===== config.mk =====
export PLATFORM = sky130hd
export DESIGN_NAME = mouse_event_read_matcher_flat
export DESIGN_NICKNAME = d
export VERILOG_FILES = /design/src/hw/rtl/mevrm_pkg.sv /design/src/hw/rtl/mevrm_if.sv /design/src/hw/rtl/mouse_event_read_matcher.sv /design/src/flat_wrapper.sv
export VERILOG_INCLUDE_DIRS = /design/src /design/src/hw/rtl
export SDC_FILE = /design/constraint.sdc
export NUM_CORES = 2
export LEC_CHECK = 0
export BUFFER_PORTS_ARGS = -buffer_cell sky130_fd_sc_hd__buf_2
export CAP_MARGIN = 25
export CORE_MARGIN = 10
export CORE_UTILIZATION = 40
export DETAILED_ROUTE_END_ITERATION = 6
export GPL_ROUTABILITY_DRIVEN = 0
export SLEW_MARGIN = 20
export SYNTH_ARGS = -nofsm -noshare
export SYNTH_HDL_FRONTEND = slang
export SYNTH_SLANG_ARGS = --single-unit
export TNS_END_PERCENT = 10

===== constraint.sdc =====
create_clock -name clk -period 5.7 [get_ports clk]
set_input_delay 0.855 -clock clk [delete_from_list [all_inputs] [get_ports clk]]
set_output_delay 0.855 -clock clk [all_outputs]
set_load 0.01 [all_outputs]

===== src/hw/rtl/mouse_event_read_matcher_assert.svh =====
`ifndef MOUSE_EVENT_READ_MATCHER_ASSERT_SVH
`define MOUSE_EVENT_READ_MATCHER_ASSERT_SVH

// same-cycle implication, clocked on clk, off during reset
`define MEVRM_ASSERT_NOW(label, ante, cons, msg) \
	label: assert property (@(posedge clk) disable iff (!arst_n) (ante) |-> (cons)) \
		else $error(msg);

// next-cycle implication, clocked on clk, off during reset
`define MEVRM_ASSERT_NEXT(label, ante, cons, msg) \
	label: assert property (@(posedge clk) disable iff (!arst_n) (ante) |=> (cons)) \
		else $error(msg);

`endif


===== src/hw/rtl/mevrm_pkg.sv =====
package mevrm_pkg;

	localparam int EVENT_DEPTH = 32;
	localparam int TAG_DEPTH   = 16;
	localparam int EV_PTR_W    = (EVENT_DEPTH > 1) ? $clog2(EVENT_DEPTH) : 1;
	localparam int TAG_PTR_W   = (TAG_DEPTH > 1) ? $clog2(TAG_DEPTH) : 1;

	localparam int CFG_IDX_W  = 2;
	localparam int CFG_DATA_W = 16;

	typedef enum logic [CFG_IDX_W-1:0] {
		CFG_MIN_X = 2'd0,
		CFG_MIN_Y = 2'd1,
		CFG_MAX_X = 2'd2,
		CFG_MAX_Y = 2'd3
	} cfg_reg_t;

	typedef enum logic [1:0] {
		ACT_MOUSE  = 2'd0,
		ACT_READ   = 2'd1,
		ACT_RESIZE = 2'd2
	} action_t;

	localparam logic STATUS_REPLY    = 1'b0;
	localparam logic STATUS_OVERFLOW = 1'b1;

	typedef logic [EV_PTR_W-1:0]  ev_ptr_t;
	typedef logic [TAG_PTR_W-1:0] tag_ptr_t;

	typedef struct packed {
		logic [1:0]         action;
		logic signed [15:0] pos_x;
		logic signed [15:0] pos_y;
		logic [4:0]         button_bits;
		logic [31:0]        time_ms;
		logic [7:0]         req_tag;
	} in_item_t;

	typedef struct packed {
		logic               status;
		logic [7:0]         reply_tag;
		logic signed [15:0] out_x;
		logic signed [15:0] out_y;
		logic [4:0]         out_buttons;
		logic [31:0]        out_time;
		logic               was_resized;
	} out_item_t;

	typedef struct packed {
		logic signed [15:0] x;
		logic signed [15:0] y;
		logic [4:0]         buttons;
		logic [31:0]        time_ms;
	} ev_entry_t;

	function automatic ev_ptr_t ev_next(input ev_ptr_t p);
		return (p == EV_PTR_W'(EVENT_DEPTH - 1)) ? '0 : ev_ptr_t'(p + 1'b1);
	endfunction

	function automatic tag_ptr_t tag_next(input tag_ptr_t p);
		return (p == TAG_PTR_W'(TAG_DEPTH - 1)) ? '0 : tag_ptr_t'(p + 1'b1);
	endfunction

endpackage


===== src/hw/rtl/mevrm_if.sv =====
interface mevrm_in_if;
	logic                valid;
	logic                ready;
	mevrm_pkg::in_item_t data;

	modport source (output valid, output data, input ready);
	modport sink (input valid, input data, output ready);
endinterface

interface mevrm_out_if;
	logic                 valid;
	logic                 ready;
	mevrm_pkg::out_item_t data;

	modport source (output valid, output data, input ready);
	modport sink (input valid, input data, output ready);
endinterface


===== src/hw/rtl/mouse_event_read_matcher.sv =====
// channel     dir  handshake      payload
// item_ch     in   valid/ready    action, pos_x, pos_y, button_bits, time_ms, req_tag
// result_ch   out  valid/ready    status, reply_tag, out_x, out_y, out_buttons, out_time,
//                                 was_resized
// cfg         in   cfg_we only    cfg_idx, cfg_data
//
// One item per cycle sustained while result_ch is not stalled; not every item yields a result.
// The input register feeds the clamp, ring update and match logic into the result register.
// arst_n clears pointers, flags and valids; ring contents are undefined until written.
// A stalled result_ch holds the result register and then the input register.
module mouse_event_read_matcher (
	input  logic                                  clk,
	input  logic                                  arst_n,
	mevrm_in_if.sink                              item_ch,
	mevrm_out_if.source                           result_ch,
	input  logic                                  cfg_we,
	input  logic [mevrm_pkg::CFG_IDX_W-1:0]       cfg_idx,
	input  logic [mevrm_pkg::CFG_DATA_W-1:0]      cfg_data
);

	logic signed [15:0] min_x_q, min_y_q, max_x_q, max_y_q;

	logic                 valid_s1;
	mevrm_pkg::in_item_t  item_s1;
	logic                 out_valid_q;
	mevrm_pkg::out_item_t out_item_q;
	logic                 advance;

	mevrm_pkg::ev_entry_t ev_mem_q [mevrm_pkg::EVENT_DEPTH];
	logic [7:0]           tag_mem_q [mevrm_pkg::TAG_DEPTH];

	mevrm_pkg::ev_ptr_t  ev_rd_q, ev_wr_q, ev_rd_n, ev_wr_n, ev_inc, ev_widx;
	mevrm_pkg::tag_ptr_t tag_rd_q, tag_wr_q, tag_rd_n, tag_wr_n, tag_inc;
	logic                stalled_q, stalled_n;
	logic                resize_q, resize_n;
	logic [4:0]          last_btn_q, last_btn_n;

	logic                 ev_we, tag_we, overflow, res_load;
	logic signed [15:0]   x_lo, y_lo, x_c, y_c;
	mevrm_pkg::ev_entry_t ev_new, ev_rd_data;
	logic [7:0]           tag_rd_data;
	mevrm_pkg::out_item_t res;

	always_ff @(posedge clk or negedge arst_n) begin
		if (!arst_n) begin
			min_x_q <= 16'sd0;
			min_y_q <= 16'sd0;
			max_x_q <= 16'sh7FFF;
			max_y_q <= 16'sh7FFF;
		end else if (cfg_we) begin
			unique case (mevrm_pkg::cfg_reg_t'(cfg_idx))
				mevrm_pkg::CFG_MIN_X: min_x_q <= cfg_data;
				mevrm_pkg::CFG_MIN_Y: min_y_q <= cfg_data;
				mevrm_pkg::CFG_MAX_X: max_x_q <= cfg_data;
				mevrm_pkg::CFG_MAX_Y: max_y_q <= cfg_data;
				default: ;
			endcase
		end
	end

	assign advance       = valid_s1 && (!out_valid_q || result_ch.ready);
	assign item_ch.ready = !valid_s1 || advance;

	always_ff @(posedge clk or negedge arst_n) begin
		if (!arst_n) begin
			valid_s1 <= 1'b0;
		end else if (item_ch.valid && item_ch.ready) begin
			valid_s1 <= 1'b1;
		end else if (advance) begin
			valid_s1 <= 1'b0;
		end
	end

	always_ff @(posedge clk) begin
		if (item_ch.valid && item_ch.ready) begin
			item_s1 <= item_ch.data;
		end
	end

	always_comb begin
		x_lo = (item_s1.pos_x < min_x_q) ? min_x_q : item_s1.pos_x;
		x_c  = (x_lo > max_x_q) ? max_x_q : x_lo;
		y_lo = (item_s1.pos_y < min_y_q) ? min_y_q : item_s1.pos_y;
		y_c  = (y_lo > max_y_q) ? max_y_q : y_lo;

		ev_new.x       = x_c;
		ev_new.y       = y_c;
		ev_new.buttons = item_s1.button_bits;
		ev_new.time_ms = item_s1.time_ms;

		ev_inc  = mevrm_pkg::ev_next(ev_wr_q);
		tag_inc = mevrm_pkg::tag_next(tag_wr_q);

		ev_rd_n    = ev_rd_q;
		ev_wr_n    = ev_wr_q;
		tag_rd_n   = tag_rd_q;
		tag_wr_n   = tag_wr_q;
		stalled_n  = stalled_q;
		resize_n   = resize_q;
		last_btn_n = last_btn_q;
		ev_we      = 1'b0;
		ev_widx    = ev_wr_q;
		tag_we     = 1'b0;
		overflow   = 1'b0;
		res_load   = 1'b0;
		res        = '0;

		unique case (mevrm_pkg::action_t'(item_s1.action))
			mevrm_pkg::ACT_MOUSE: begin
				if (!stalled_q && (ev_rd_q == ev_wr_q || last_btn_q != item_s1.button_bits)) begin
					last_btn_n = item_s1.button_bits;
					ev_we      = 1'b1;
					if (ev_inc == ev_rd_q) begin
						// ring full: restart with only the newest event
						stalled_n = 1'b1;
						ev_rd_n   = '0;
						ev_wr_n   = mevrm_pkg::EV_PTR_W'(1);
						ev_widx   = '0;
					end else begin
						ev_wr_n = ev_inc;
					end
				end
			end
			mevrm_pkg::ACT_READ: begin
				if (tag_inc == tag_rd_q) begin
					overflow = 1'b1;
				end else begin
					tag_we    = 1'b1;
					tag_wr_n  = tag_inc;
					stalled_n = 1'b0;
				end
			end
			mevrm_pkg::ACT_RESIZE: begin
				resize_n = 1'b1;
			end
			default: ;
		endcase

		ev_rd_data  = (ev_we && ev_widx == ev_rd_n) ? ev_new : ev_mem_q[ev_rd_n];
		tag_rd_data = (tag_we && tag_wr_q == tag_rd_n) ? item_s1.req_tag : tag_mem_q[tag_rd_n];

		if (overflow) begin
			res_load      = 1'b1;
			res.status    = mevrm_pkg::STATUS_OVERFLOW;
			res.reply_tag = item_s1.req_tag;
		end else if (ev_rd_n != ev_wr_n && tag_rd_n != tag_wr_n) begin
			res_load        = 1'b1;
			res.status      = mevrm_pkg::STATUS_REPLY;
			res.reply_tag   = tag_rd_data;
			res.out_x       = ev_rd_data.x;
			res.out_y       = ev_rd_data.y;
			res.out_buttons = ev_rd_data.buttons;
			res.out_time    = ev_rd_data.time_ms;
			res.was_resized = resize_n;
			resize_n        = 1'b0;
			ev_rd_n         = mevrm_pkg::ev_next(ev_rd_n);
			tag_rd_n        = mevrm_pkg::tag_next(tag_rd_n);
		end
	end

	always_ff @(posedge clk or negedge arst_n) begin
		if (!arst_n) begin
			ev_rd_q    <= '0;
			ev_wr_q    <= '0;
			tag_rd_q   <= '0;
			tag_wr_q   <= '0;
			stalled_q  <= 1'b0;
			resize_q   <= 1'b0;
			last_btn_q <= '0;
		end else if (advance) begin
			ev_rd_q    <= ev_rd_n;
			ev_wr_q    <= ev_wr_n;
			tag_rd_q   <= tag_rd_n;
			tag_wr_q   <= tag_wr_n;
			stalled_q  <= stalled_n;
			resize_q   <= resize_n;
			last_btn_q <= last_btn_n;
		end
	end

	always_ff @(posedge clk) begin
		if (advance && ev_we) begin
			ev_mem_q[ev_widx] <= ev_new;
		end
		if (advance && tag_we) begin
			tag_mem_q[tag_wr_q] <= item_s1.req_tag;
		end
	end

	always_ff @(posedge clk or negedge arst_n) begin
		if (!arst_n) begin
			out_valid_q <= 1'b0;
		end else if (advance) begin
			out_valid_q <= res_load;
		end else if (result_ch.ready) begin
			out_valid_q <= 1'b0;
		end
	end

	always_ff @(posedge clk) begin
		if (advance) begin
			out_item_q <= res;
		end
	end

	assign result_ch.valid = out_valid_q;
	assign result_ch.data  = out_item_q;

`include "mouse_event_read_matcher_assert.svh"

	`MEVRM_ASSERT_NOW(a_one_ring_empty, 1'b1, ev_rd_q == ev_wr_q || tag_rd_q == tag_wr_q, "both rings hold entries after a match")
	`MEVRM_ASSERT_NOW(a_stall_has_event, stalled_q, ev_rd_q != ev_wr_q, "stalled with an empty event ring")
	`MEVRM_ASSERT_NOW(a_hold_blocks_input, valid_s1 && out_valid_q && !result_ch.ready, !item_ch.ready, "item taken while result is held")

endmodule

===== src/flat_wrapper.sv =====
// flat-port wrapper written by rule: the top's interface ports become plain ports
module mouse_event_read_matcher_flat 
  (clk, arst_n, cfg_we, cfg_idx, cfg_data, item_ch_valid, item_ch_data, item_ch_ready, result_ch_valid, result_ch_data, result_ch_ready);
  mevrm_in_if item_ch_i ();
  mevrm_out_if result_ch_i ();
  input  logic clk;
  input  logic arst_n;
  input  logic cfg_we;
  input  logic [mevrm_pkg::CFG_IDX_W-1:0] cfg_idx;
  input  logic [mevrm_pkg::CFG_DATA_W-1:0] cfg_data;
  input wire logic [$bits(item_ch_i.valid)-1:0] item_ch_valid;
  input wire logic [$bits(item_ch_i.data)-1:0] item_ch_data;
  output wire logic [$bits(item_ch_i.ready)-1:0] item_ch_ready;
  output wire logic [$bits(result_ch_i.valid)-1:0] result_ch_valid;
  output wire logic [$bits(result_ch_i.data)-1:0] result_ch_data;
  input wire logic [$bits(result_ch_i.ready)-1:0] result_ch_ready;
  assign item_ch_i.valid = item_ch_valid;
  assign item_ch_i.data = item_ch_data;
  assign item_ch_ready = item_ch_i.ready;
  assign result_ch_valid = result_ch_i.valid;
  assign result_ch_data = result_ch_i.data;
  assign result_ch_i.ready = result_ch_ready;
  mouse_event_read_matcher u_core (.clk(clk), .arst_n(arst_n), .item_ch(item_ch_i), .result_ch(result_ch_i), .cfg_we(cfg_we), .cfg_idx(cfg_idx), .cfg_data(cfg_data));
endmodule

==> results.cfg <==
[sta]
final_min_period_over_clock_period = 0.9002
rsz_0062_raised_after_global_routing = false
finalHoldViolCount = 0
final-max-slew-violation-count = 0
tightestPinTransition_ns = 1.121
layout_min_cycle_time_ns = 5.131
achievable_clock_frequency_mhz = 194.9
setup_viol = 0
worst_clock_skew_ns = 0.07348
timing.max_slew.rel_slack = 0.2508

[global_route]
first_global_vias = 59530
grt_ovf = 0
antenna_found_initial = 14
grt_util_all_layers = 0.2134
wire_length_of_the_first_global_routing_pass_um = 437900
largest_net_degree_at_the_start_of_global_routing = 164

[route]
dr.pass1.iters = 6
antenna_left = 0
met2_length_um = 142100
route.detailed.wl_per_inst_um = 30.46
post-route-drc-count = 0
dr_total_vias = 60100
wl_met3_um = 28870
drt-vias-per-instance = 5.973
highest_layer = met5
met1_length_um = 124400
number_of_violations_reported_at_the_end_of_detailed_routing_iteration_0 = 7642
routed_wl_um = 306500

[logic_synthesis]
syn_area_um2 = 102700
synthArstFlopShare = 0.03520
synth.mux.area_fraction = 0.08954
yosys.area_share.xor_xnor = 0.002107
synthesis.yosys.warnings = 0
yosys_most_used_dff = edfxtp_1
synth.distinct_cells = 83
synth_simple_gate_area_frac = 0.03903
largest_family_of_logic_cells_by_synthesized_area = multiplexers
post_synth_inst_count = 6154
avgSynthCellArea_um2 = 16.69
mappedNetlistNets = 6327
number_of_enable_type_register_cells_in_the_synthesized_netlist = 2494
synth_compound_area_frac = 0.08933
synth.yosys.seq_area_share = 0.7517
synth-seq-cells = 2585
post_synth_fa_ha_maj_area_fraction = 0.008649

[clocking]
clock_latency_ns = 0.95
post_cts.resized_instances = 0
root_buffer_master = clkbuf_16
cts.repair_timing.setup_buffer_count = 0
cts-buffers-inserted = 287
cts_sinks = 2585
cts_tree = yes
hold_buffers = 0
htreeDepth = 5
cts-root-to-sink-buffers = 4
clkTransAtPathRegs_ns = 0.06

[finish]
utilization = 0.4617
syn2layout_area_growth_pct = 14.56
footprint_of_the_multi_input_gates_um2 = 23880
layout-drive-gt1-share = 0.2045
fillerInstances = 21530
final_net_count = 6670
sequential_cell_area_um2 = 77220

[floorplan]
die_area_um2 = 277400
total_core_area_um2 = 254900
die-width_um = 526.7
start_util = 0.4030
rows = 185
io_pins = 183
chipHeight_um = 526.7

[worst_setup_path]
path_delay_family = compound AO/OA/AOI/OAI gates
data_required_critical_path_ns = 6.45
arrival_ns = 5.88
cpMaxStageDelayCell = a211oi_1
worst_path_largest_cell_delay_ns = 0.81
worstPathCellList = ha_1 -> a21o_1 -> a211oi_1 -> o31ai_1 -> a221oi_2 -> buf_4 -> mux2_2 -> ha_1 -> a211oi_1 -> nor2_1 -> nor3_1 -> nor2_1 -> o41ai_4 -> buf_4 -> nor2_1 -> a211oi_1 -> o21ai_0 -> o31ai_1
path_class = register to register
cp-start-kind = register
timing.critical_path.fanout_max = 18
worstSetupEndpointType = register
critical_path_buf_inv_count = 2

[place]
dp_hpwl_um = 168100
numPortBuffers = 182

[power]
power_mw = 60.80
vdd_drop_max_mv = 0.6069
power-per-cell-area_nw_per_um2 = 516.7
power_leakage_nw = 38.49

[hold_path]
min-delay-path-class = input port to asynchronous set/reset pin

[status]
run_status = finished clean

[job]
drv_cap = 0
[registers in the layout (all words and copies together) (netlist names)]
name and count:
u_core.valid_s1 1, u_core.max_y_q 16, u_core.ev_wr_q 5, u_core.min_x_q 16, u_core.tag_mem_q 128, u_core.resize_q 1
u_core.ev_mem_q 2208, u_core.min_y_q 16, u_core.ev_rd_q 5, u_core.result_ch.data 79, u_core.item_s1 42, u_core.tag_wr_q 4
u_core.ev_new 37, u_core.result_ch.valid 1, u_core.tag_rd_q 4, u_core.last_btn_q 5, u_core.max_x_q 16, u_core.stalled_q 1
[cell type report]
type / count / share of cell area
antenna: 5 / 0.0001063
inverter: 88 / 0.003009
multi-input combinational: 3101 / 0.2029
timing repair buffer: 434 / 0.02856
clock buffer: 368 / 0.06565
clock inverter: 115 / 0.007709
tap: 3366 / 0.03579
sequential: 2585 / 0.6563
[cell families after synthesis]
group / count (synthesis)
DFF: 2585
AOI/OAI and AO/OA: 1438
and+or+nand+nor: 900
muxes: 669
buffers and inverters: 468
adders and majority gates: 71
xor gates and xnor gates: 23
[synthesized netlist by cell type (15+ instances only)]
master / number / share of area
inv_1: 83 / 0.0030
mux2_2: 258 / 0.028
a221oi_1: 17 / 0.0014
a21oi_1: 508 / 0.025
a211oi_1: 130 / 0.0095
ha_1: 71 / 0.0086
a22oi_1: 64 / 0.0047
nor3_1: 61 / 0.0030
buf_1: 30 / 0.0011
a32oi_1: 16 / 0.0014
mux2i_1: 237 / 0.023
mux4_2: 174 / 0.038
buf_4: 19 / 0.0014
o21ai_1: 18 / 0.00088
o21ai_0: 240 / 0.012
a221o_1: 18 / 0.0018
a22o_1: 17 / 0.0014
dfrtp_1: 61 / 0.015
o31ai_1: 18 / 0.0013
edfxtp_1: 2494 / 0.73
dfstp_2: 30 / 0.0077
clkbuf_1: 198 / 0.0072
nand2_1: 436 / 0.016
o221ai_1: 84 / 0.0072
nor2_1: 183 / 0.0067
nand3_1: 72 / 0.0035
a32o_1: 15 / 0.0015
o211ai_1: 57 / 0.0042
o22ai_1: 126 / 0.0077
nor2b_1: 50 / 0.0030
a31oi_1: 15 / 0.00091
a211o_1: 22 / 0.0019
buf_2: 129 / 0.0063
[cells in the final DEF, fill, tap and decap left out, types with 84 or more instances in the layout]
cell type and count:
edfxtp_1 2494, a21oi_1 506, nand2_1 432, clkbuf_16 294, mux2_2 258, o21ai_0 240, mux2i_1 237, buf_4 208
buf_2 181, mux4_2 174, nor2_1 150, a211oi_1 130, o22ai_1 126, o221ai_1 84
[worst paths after layout]
| check | slack (ns) | end | cells after the start | start |
|---|---|---|---|---|
| worst max-delay path | 0.57 | u_core.result_ch.data[38] | 18 | u_core.item_s1[46] |
| worst min-delay path | 0.04 | u_core.min_y_q[10] | 1 | arst_n |
| worst max register to register | 0.57 | u_core.result_ch.data[38] | 18 | u_core.item_s1[46] |
| worst min register to register | 0.50 | u_core.last_btn_q[4] | 2 | u_core.last_btn_q[4] |
| max in group asynchronous | 4.55 | u_core.ev_rd_q[2] | 2 | arst_n |
| min in group clk | 0.08 | u_core.ev_new[29] | 1 | item_ch_data[37] |
[report_power, final]
part	total, mW	switching [mW]	internal [mW]
registers	24.2	0.710	23.5
logic	19.2	13.1	6.19
clock network	17.4	7.22	10.1
total	60.8	21.0	39.8
[per-layer routing]
| layer | GRT usage | vias up |
|---|---|---|
| met5 | 0 | - |
| met3 | 0.04217 | 604 |
| met4 | 0.07474 | 4 |
| met1 | 0.2968 | 31020 |
| met2 | 0.3354 | 3308 |
| li1 | - | 25160 |
[through the flow]
stage                     cell area (um^2)  worst slack (ns)  std cells  hold slack (ns)  TNS [ns]
after floorplan                     102700           -0.5391       6154           0.4632  -1093.73
after global placement              108900            0.4452       9569           0.4787         0
after detailed placement            109000            0.5027       9571           0.4857         0
after CTS                           117600            0.4782      10050          0.01726         0
after global routing                117700            0.1951      10060          0.04773         0
final                               117700            0.5688      10060          0.03854         0
Power figures use the tool's default switching activity.
